**src/design/fdp_pkg.sv**
```systemverilog
// Shared types and constants for the frame decimating packetizer.
// Holds frame geometry, packet sizing, register indexes and the queue record.
// No dependencies.
package fdp_pkg;

  localparam int FRAME_WIDTH      = 640;
  localparam int FRAME_HEIGHT     = 480;
  localparam int BYTES_PER_PIXEL  = 4;
  localparam int MAX_PACKET_BYTES = 1024;

  localparam int HEADER_BYTES  = 8;
  localparam int PAYLOAD_BYTES = MAX_PACKET_BYTES - HEADER_BYTES;

  localparam int COL_W  = $clog2(FRAME_WIDTH);
  localparam int ROW_W  = $clog2(FRAME_HEIGHT);
  localparam int BYTE_W = (BYTES_PER_PIXEL > 1) ? $clog2(BYTES_PER_PIXEL) : 1;

  localparam int KEEP_WIDTH  = (FRAME_WIDTH / 2) * 2;
  localparam int KEEP_HEIGHT = (FRAME_HEIGHT / 2) * 2;

  localparam int TOTAL_FULL = FRAME_WIDTH * FRAME_HEIGHT * BYTES_PER_PIXEL;
  localparam int TOTAL_LOW  = (FRAME_WIDTH / 2) * (FRAME_HEIGHT / 2) * BYTES_PER_PIXEL;
  localparam int TOTAL_W    = $clog2(TOTAL_FULL + 1);
  localparam int FILL_W     = $clog2(PAYLOAD_BYTES + 1);

  localparam int CHUNKS_FULL = (TOTAL_FULL + PAYLOAD_BYTES - 1) / PAYLOAD_BYTES;
  localparam int CHUNKS_LOW  = (TOTAL_LOW + PAYLOAD_BYTES - 1) / PAYLOAD_BYTES;

  localparam int PHASE_W = $clog2(HEADER_BYTES + 1);

  localparam int QUEUE_DEPTH = 4;
  localparam int QPTR_W      = $clog2(QUEUE_DEPTH);

  localparam logic CFG_ENABLE  = 1'b0;
  localparam logic CFG_LOW_RES = 1'b1;

  typedef struct packed {
    logic [15:0] chunk_count;
    logic [15:0] packet_index;
    logic [31:0] frame_number;
    logic        header;
    logic        end_of_packet;
    logic        end_of_frame;
    logic [7:0]  pixel_byte;
  } fdp_item_t;

endpackage

```
**src/design/fdp_front.sv**
```systemverilog
// Front part of the packetizer: configuration, raster position, decimation and packet bookkeeping.
// Classifies each accepted byte and pushes a record for kept bytes.
// Depends on fdp_pkg.
module fdp_front (
  input  logic              clk,
  input  logic              rst_n,
  input  logic              cfg_we,
  input  logic              cfg_index,
  input  logic              cfg_wdata,
  input  logic              in_tvalid,
  output logic              in_tready,
  input  logic [7:0]        in_tdata,
  output logic              push_valid,
  input  logic              push_ready,
  output fdp_pkg::fdp_item_t push_item
);

  logic                        enable_r;
  logic                        low_res_r;
  logic [fdp_pkg::COL_W-1:0]   col_r, col_nxt;
  logic [fdp_pkg::ROW_W-1:0]   row_r, row_nxt;
  logic [fdp_pkg::BYTE_W-1:0]  bop_r, bop_nxt;
  logic [fdp_pkg::FILL_W-1:0]  fill_r, fill_inc;
  logic [15:0]                 pidx_r;
  logic [fdp_pkg::TOTAL_W-1:0] sent_r, sent_inc, total;
  logic [31:0]                 frame_r;
  logic [15:0]                 chunks;
  logic                        kept, accept, push, eof, eop;

  always_comb begin
    kept = !low_res_r ||
           (!col_r[0] && !row_r[0] &&
            ({1'b0, col_r} < (fdp_pkg::COL_W+1)'(fdp_pkg::KEEP_WIDTH)) &&
            ({1'b0, row_r} < (fdp_pkg::ROW_W+1)'(fdp_pkg::KEEP_HEIGHT)));
    total  = low_res_r ? fdp_pkg::TOTAL_W'(fdp_pkg::TOTAL_LOW)
                       : fdp_pkg::TOTAL_W'(fdp_pkg::TOTAL_FULL);
    chunks = low_res_r ? 16'(fdp_pkg::CHUNKS_LOW) : 16'(fdp_pkg::CHUNKS_FULL);
    sent_inc = sent_r + 1'b1;
    fill_inc = fill_r + 1'b1;
    eof = sent_inc >= total;
    eop = eof || (fill_inc >= fdp_pkg::FILL_W'(fdp_pkg::PAYLOAD_BYTES));

    in_tready  = !enable_r || !kept || push_ready;
    accept     = in_tvalid && in_tready && enable_r;
    push       = accept && kept;
    push_valid = enable_r && kept && in_tvalid;

    push_item.chunk_count   = chunks;
    push_item.packet_index  = pidx_r;
    push_item.frame_number  = frame_r;
    push_item.header        = (fill_r == '0);
    push_item.end_of_packet = eop;
    push_item.end_of_frame  = eof;
    push_item.pixel_byte    = in_tdata;

    bop_nxt = bop_r;
    col_nxt = col_r;
    row_nxt = row_r;
    if (bop_r == fdp_pkg::BYTE_W'(fdp_pkg::BYTES_PER_PIXEL - 1)) begin
      bop_nxt = '0;
      if (col_r == fdp_pkg::COL_W'(fdp_pkg::FRAME_WIDTH - 1)) begin
        col_nxt = '0;
        if (row_r == fdp_pkg::ROW_W'(fdp_pkg::FRAME_HEIGHT - 1)) begin
          row_nxt = '0;
        end else begin
          row_nxt = row_r + 1'b1;
        end
      end else begin
        col_nxt = col_r + 1'b1;
      end
    end else begin
      bop_nxt = bop_r + 1'b1;
    end
  end

  always_ff @(posedge clk) begin
    if (!rst_n) begin
      enable_r  <= 1'b0;
      low_res_r <= 1'b0;
      col_r     <= '0;
      row_r     <= '0;
      bop_r     <= '0;
      fill_r    <= '0;
      pidx_r    <= '0;
      sent_r    <= '0;
      frame_r   <= '0;
    end else if (cfg_we) begin
      if (cfg_index == fdp_pkg::CFG_ENABLE) begin
        enable_r <= cfg_wdata;
        if (cfg_wdata) begin
          col_r   <= '0;
          row_r   <= '0;
          bop_r   <= '0;
          fill_r  <= '0;
          pidx_r  <= '0;
          sent_r  <= '0;
          frame_r <= '0;
        end
      end else begin
        low_res_r <= cfg_wdata;
      end
    end else if (accept) begin
      col_r <= col_nxt;
      row_r <= row_nxt;
      bop_r <= bop_nxt;
      if (push) begin
        if (eof) begin
          sent_r  <= '0;
          fill_r  <= '0;
          pidx_r  <= '0;
          frame_r <= frame_r + 1'b1;
        end else begin
          sent_r <= sent_inc;
          if (eop) begin
            fill_r <= '0;
            pidx_r <= pidx_r + 1'b1;
          end else begin
            fill_r <= fill_inc;
          end
        end
      end
    end
  end

endmodule

```
**src/design/fdp_queue.sv**
```systemverilog
// Short queue of classified byte records between the front and back parts.
// Register-based, one push and one pop per cycle; a push only while not full, a pop only while not empty.
// Depends on fdp_pkg.
module fdp_queue (
  input  logic               clk,
  input  logic               rst_n,
  input  logic               push_valid,
  output logic               push_ready,
  input  fdp_pkg::fdp_item_t push_item,
  output logic               pop_valid,
  input  logic               pop_ready,
  output fdp_pkg::fdp_item_t pop_item
);

  fdp_pkg::fdp_item_t               mem_r [fdp_pkg::QUEUE_DEPTH];
  logic [fdp_pkg::QPTR_W-1:0]       wr_ptr_r, rd_ptr_r;
  logic [fdp_pkg::QPTR_W:0]         count_r;
  logic                             do_push, do_pop;

  always_comb begin
    push_ready = (count_r != (fdp_pkg::QPTR_W+1)'(fdp_pkg::QUEUE_DEPTH));
    pop_valid  = (count_r != '0);
    pop_item   = mem_r[rd_ptr_r];
    do_push    = push_valid && push_ready;
    do_pop     = pop_valid && pop_ready;
  end

  always_ff @(posedge clk) begin
    if (do_push) begin
      mem_r[wr_ptr_r] <= push_item;
    end
  end

  always_ff @(posedge clk) begin
    if (!rst_n) begin
      wr_ptr_r <= '0;
      rd_ptr_r <= '0;
      count_r  <= '0;
    end else begin
      if (do_push) begin
        wr_ptr_r <= wr_ptr_r + 1'b1;
      end
      if (do_pop) begin
        rd_ptr_r <= rd_ptr_r + 1'b1;
      end
      if (do_push && !do_pop) begin
        count_r <= count_r + 1'b1;
      end else if (do_pop && !do_push) begin
        count_r <= count_r - 1'b1;
      end
    end
  end

endmodule

```
**src/design/fdp_back.sv**
```systemverilog
// Back part of the packetizer: expands each record into header and payload bytes.
// Holds the record being sent and the output register of the result stream.
// Depends on fdp_pkg.
module fdp_back (
  input  logic               clk,
  input  logic               rst_n,
  input  logic               pop_valid,
  output logic               pop_ready,
  input  fdp_pkg::fdp_item_t pop_item,
  output logic               out_tvalid,
  input  logic               out_tready,
  output logic [7:0]         out_tdata,
  output logic               out_tlast,
  output logic               out_tuser
);

  fdp_pkg::fdp_item_t            cur_r;
  logic                          cur_valid_r;
  logic [fdp_pkg::PHASE_W-1:0]   phase_r;
  logic                          out_valid_r;
  logic [7:0]                    out_byte_r, byte_nxt;
  logic                          out_eop_r, out_eof_r, eop_nxt, eof_nxt;
  logic [63:0]                   hdr_vec;
  logic                          out_load, last_of_rec, consume, in_header;

  always_comb begin
    hdr_vec     = {cur_r.chunk_count, cur_r.packet_index, cur_r.frame_number};
    in_header   = cur_r.header && (phase_r != fdp_pkg::PHASE_W'(fdp_pkg::HEADER_BYTES));
    last_of_rec = !in_header;
    out_load    = cur_valid_r && (!out_valid_r || out_tready);
    consume     = out_load && last_of_rec;
    pop_ready   = !cur_valid_r || consume;
    if (in_header) begin
      byte_nxt = hdr_vec[{phase_r[2:0], 3'b000} +: 8];
      eop_nxt  = 1'b0;
      eof_nxt  = 1'b0;
    end else begin
      byte_nxt = cur_r.pixel_byte;
      eop_nxt  = cur_r.end_of_packet;
      eof_nxt  = cur_r.end_of_frame;
    end
    out_tvalid = out_valid_r;
    out_tdata  = out_byte_r;
    out_tlast  = out_eop_r;
    out_tuser  = out_eof_r;
  end

  always_ff @(posedge clk) begin
    if (pop_valid && pop_ready) begin
      cur_r <= pop_item;
    end
    if (out_load) begin
      out_byte_r <= byte_nxt;
      out_eop_r  <= eop_nxt;
      out_eof_r  <= eof_nxt;
    end
  end

  always_ff @(posedge clk) begin
    if (!rst_n) begin
      cur_valid_r <= 1'b0;
      phase_r     <= '0;
      out_valid_r <= 1'b0;
    end else begin
      if (pop_ready) begin
        cur_valid_r <= pop_valid;
      end
      if (out_load) begin
        phase_r <= last_of_rec ? '0 : phase_r + 1'b1;
      end
      if (out_load) begin
        out_valid_r <= 1'b1;
      end else if (out_tready) begin
        out_valid_r <= 1'b0;
      end
    end
  end

endmodule

```
**src/design/frame_decimating_packetizer.sv**
```systemverilog
// Top level of the frame decimating packetizer.
// Connects the classifying front, the record queue and the packet-building back.
// Depends on fdp_pkg, fdp_front, fdp_queue and fdp_back.
//
//   Channel  Direction  Payload
//   in_      input      tdata[7:0] pixel byte
//   out_     output     tdata[7:0] packet byte, tlast end of packet, tuser end of frame
//   cfg_     input      index 0 enable, index 1 low resolution
//
// One input byte can be taken every cycle. A kept byte that opens a packet produces nine
// output bytes, any other kept byte one; the four-entry record queue absorbs the header
// bursts and the input stalls only when it is full. Dropped and discarded bytes are taken
// without stalling. Reset clears all control state; no clearing pass is needed.
module frame_decimating_packetizer (
  input  logic       clk,
  input  logic       rst_n,
  input  logic       cfg_we,
  input  logic       cfg_index,
  input  logic       cfg_wdata,
  input  logic       in_tvalid,
  output logic       in_tready,
  input  logic [7:0] in_tdata,   // [7:0] pixel_byte
  output logic       out_tvalid,
  input  logic       out_tready,
  output logic [7:0] out_tdata,  // [7:0] out_byte
  output logic       out_tlast,
  output logic       out_tuser   // [0] end_of_frame
);

  logic               push_valid, push_ready, pop_valid, pop_ready;
  fdp_pkg::fdp_item_t push_item, pop_item;

  fdp_front u_front (
    .clk        (clk),
    .rst_n      (rst_n),
    .cfg_we     (cfg_we),
    .cfg_index  (cfg_index),
    .cfg_wdata  (cfg_wdata),
    .in_tvalid  (in_tvalid),
    .in_tready  (in_tready),
    .in_tdata   (in_tdata),
    .push_valid (push_valid),
    .push_ready (push_ready),
    .push_item  (push_item)
  );

  fdp_queue u_queue (
    .clk        (clk),
    .rst_n      (rst_n),
    .push_valid (push_valid),
    .push_ready (push_ready),
    .push_item  (push_item),
    .pop_valid  (pop_valid),
    .pop_ready  (pop_ready),
    .pop_item   (pop_item)
  );

  fdp_back u_back (
    .clk        (clk),
    .rst_n      (rst_n),
    .pop_valid  (pop_valid),
    .pop_ready  (pop_ready),
    .pop_item   (pop_item),
    .out_tvalid (out_tvalid),
    .out_tready (out_tready),
    .out_tdata  (out_tdata),
    .out_tlast  (out_tlast),
    .out_tuser  (out_tuser)
  );

endmodule
```
**config.mk**
```make
export PLATFORM = sky130hd
export DESIGN_NAME = frame_decimating_packetizer
export DESIGN_NICKNAME = d
export VERILOG_FILES = /design/src/design/fdp_pkg.sv /design/src/design/fdp_front.sv /design/src/design/fdp_queue.sv /design/src/design/fdp_back.sv /design/src/design/frame_decimating_packetizer.sv
export SDC_FILE = /design/constraint.sdc
export NUM_CORES = 1
export LEC_CHECK = 0
export BUFFER_PORTS_ARGS = -buffer_cell sky130_fd_sc_hd__buf_2
export CAP_MARGIN = 20
export CORE_UTILIZATION = 55
export CTS_CLUSTER_DIAMETER = 30
export DETAILED_ROUTE_END_ITERATION = 7
export HOLD_SLACK_MARGIN = 0.12
export PLACE_DENSITY = 0.72
export SLEW_MARGIN = 30
export SYNTH_ARGS = -nofsm -noshare
export SYNTH_HDL_FRONTEND = slang
export SYNTH_HIERARCHICAL = 1
export SYNTH_SLANG_ARGS = --single-unit
```
**constraint.sdc**
```tcl
create_clock -name clk -period 7.2 [get_ports clk]
set_clock_uncertainty 0.05 [all_clocks]
set_input_delay 0.36 -clock clk [delete_from_list [all_inputs] [get_ports clk]]
set_output_delay 0.36 -clock clk [all_outputs]
set_load 0.03 [all_outputs]
```
==> summary.txt <==
Worst hold path
  – Hold path depth: 5
  – Hold Crit Class: in2reg

Placement
  – GP Congestion: 0.815
  – DP HPWL: 24.3 mm
  – Inst Count DP: 1883
  – IO buf count: 26

Clock network
  – CTS root buf: clkbuf_16
  – TritonCTS buffer count: 87
  – Clk_lat worst skew: 0.60 ns
  – Clk slew on worst S/H paths: 0.05 ns
  – CTS tree: built
  – Longest Clk Path Bufs: 3
  – Post-CTS repair timing setup buffer count: 0
  – Clock sinks: 502
  – Htree depth: 3

Setup path
  – Max Fanout on Critical Path: 22
  – Worst Path Arrival: 5.62 ns
  – Crit Path Category: reg2reg
  – R2R setup slack: 2.02 ns
  – Setup crit start kind: register
  – Worst R2R Path Depth: 16
  – Worst setup EP type: register
  – Required @ worst endpoint: 7.64 ns

Power and ir drop
  – Leakage: 8.17 nW
  – Pwr dens: 362 nW/um^2
  – Worst VDD drop: 0.222 mV

STA
  – Setup TNS: 0 ns
  – Unrepaired setup endpoints after global routing: false
  – Fmax: 193 MHz
  – Final Hold Fails: 0
  – Min Tclk post-route: 5.18 ns
  – # setup viols final: 0
  – Max Slew Vio Count: 0
  – Slew HR: 43.9%
  – Worst Tran Pin Value: 0.842 ns
  – Fin crit share: 72.0%

Route
  – Wl on met1: 18.4 mm
  – DRT antenna net count: 0
  – # DRC: 0
  – Final WL: 43.9 mm
  – Met2 WL post-DR: 21.8 mm
  – Wire length on met3: 2.69 mm
  – Via count: 12.3k
  – WL per Instance: 21.3 um
  – DR top layer: met4
  – Initial DRC count: 822
  – Pre-antenna DRT Iters: 5
  – Avg Vias per Cell: 5.96

Layout
  – Filler cell count: 2570
  – Area delta synth->final: 16.8%
  – Final nets: 1518
  – Layout cells sized above 1: 19.6%
  – Non-Filler Instances: 2056
  – Area of the multi-input gates: 6360 um^2
  – Commonest cells after routing, fill and taps aside: edfxtp_1, nand2_1, dfxtp_1
  – Ant. Diodes: 0
  – Storage cell area: 13900 um^2
  – Most common cell after layout, fill and taps aside: edfxtp_1

Global route
  – Initial antenna violation count: 1
  – Gr usage total: 23.4%
  – Vias in the first global route: 12.5k
  – Largest net degree at the start of global routing: 67
  – First-pass GRT wire length: 68.5 mm
  – GRT overflow: 0

Synthesis
  – Synth Flop Type: edfxtp_1
  – Syn Area/Cell: 14.7 um^2
  – Flops & latches, synth: 502
  – Synth Warn #: 6
  – Post-synth EDFFs: 385
  – Synth Cell Area: 20800 um^2
  – Sequential fraction of the synthesis area: 66.8%
  – Post-Synthesis Cells: 1419
  – Netlist cell types: 76
  – Async SR Flop Fraction: 0%

Die
  – Die W: 197 um
  – Core area: 37000 um^2
  – Std-Cell Rows: 70
  – I/O pin cnt: 27
  – Die Height: 197 um
  – Die area: 38600 um^2
  – Initial core utilization: 56.3%

Run status
  – Status: complete, no violations

Job
  – Max Cap Viol: 0
worst max-delay path: stages (launching register included):
cell	delay (ns)
dfxtp_1	0.42
ha_1	0.24
nand3_1	0.27
nor2_1	0.29
nand3_1	0.19
nor2_1	0.28
nand4_1	0.15
xnor2_1	0.22
ha_1	0.30
a2111oi_0	0.49
o21ai_0	0.17
o21a_1	0.16
a21oi_1	0.19
nand4_1	0.24
nand2_1	0.45
nand2_1	0.59
a311oi_1	0.39
sequential cells by signal, summed over array words and instances, names as in the netlist, 2 cells and up, named ones only:
register	count
u_front/frame_r	32
u_queue/rd_ptr_r	2
u_back/phase_r	4
u_front/bop_r	2
u_queue/count_r	3
u_back/cur_r	75
u_back/out_tdata	8
u_front/fill_r	10
u_front/row_r	9
u_queue/mem_r	300
u_front/sent_r	21
u_front/col_r	10
u_front/pidx_r	16
u_queue/wr_ptr_r	2
worst paths after layout:
kind | from | end
max reg2reg | u_front/sent_r[0] | u_front/fill_r[8]
max | u_front/sent_r[0] | u_front/fill_r[8]
min | in_tvalid | u_front/bop_r[1]
min reg2reg | u_front/bop_r[1] | u_front/bop_r[1]
final cells by class:
class / count / area share [%]
inverter: 21 / 0.324
clock buffer: 101 / 9.38
multi-input combinational: 816 / 26.1
tap: 504 / 2.59
sequential: 502 / 57.2
clock inverter: 59 / 2.81
timing repair buffer: 53 / 1.52
cells in the mapped netlist, drive strengths merged, types with 21 or more instances:
cell | instances | share of area [%]
edfxtp | 385 | 56
nand2 | 124 | 2.2
dfxtp | 117 | 11
mux4 | 75 | 8.1
nor2 | 64 | 1.2
a21oi | 61 | 1.5
nand3 | 57 | 1.5
buf | 54 | 2.0
o21ai | 48 | 1.2
mux2i | 42 | 2.0
clkbuf | 34 | 0.62
and3 | 23 | 0.69
nor4 | 23 | 0.91
xor2 | 23 | 0.97
and2 | 22 | 0.66
ha | 21 | 1.3
nand4 | 21 | 0.69
metal layers:
metal | vias to the layer above | GRT usage, %
li1 | 5612 | -
met1 | 6172 | 30.2
met2 | 399 | 39.7
met3 | 78 | 4.62
met4 | 0 | 7.81
met5 | - | 0
metrics by stage:
step / setup WS [ns] / utilization [%] / total power [mW] / hold slack, ns / area (um^2)
final: 2.02 / 65.8 / 8.79 / 0.156 / 24300
after CTS: 2.01 / 65.8 / 8.85 / 0.143 / 24300
after global placement: 2.30 / 57.4 / 4.69 / 0.407 / 21200
after global routing: 1.34 / 65.8 / 9.06 / 0.189 / 24300
after detailed placement: 2.08 / 57.4 / 4.72 / 0.418 / 21200
after floorplan: 3.12 / - / 4.43 / 0.394 / 20800
power by group:
| group | internal, mW | switching, mW | total [mW] |
|---|---|---|---|
| registers | 3.51 | 0.159 | 3.67 |
| clock network | 2.63 | 1.46 | 4.09 |
| logic | 0.405 | 0.629 | 1.03 |
| total | 6.55 | 2.24 | 8.79 |
cell families after synthesis:
logic type      after synthesis  synth area share [%]
xor+xnor                     41                  1.73
flops                       502                  66.8
compound gates              189                  5.65
simple gates                437                  11.3
mux                         117                  10.1
fa+ha+maj                    22                  1.36
buf+inv                     109                  2.96
other cells                   2                0.0361
what timing repair did:
item,4_1_cts,5_1_grt
hold buffers,13,0
gates resized for setup,0,0
hold endpoints to repair,35,0
No activity file was read; power rests on OpenSTA's default activity.
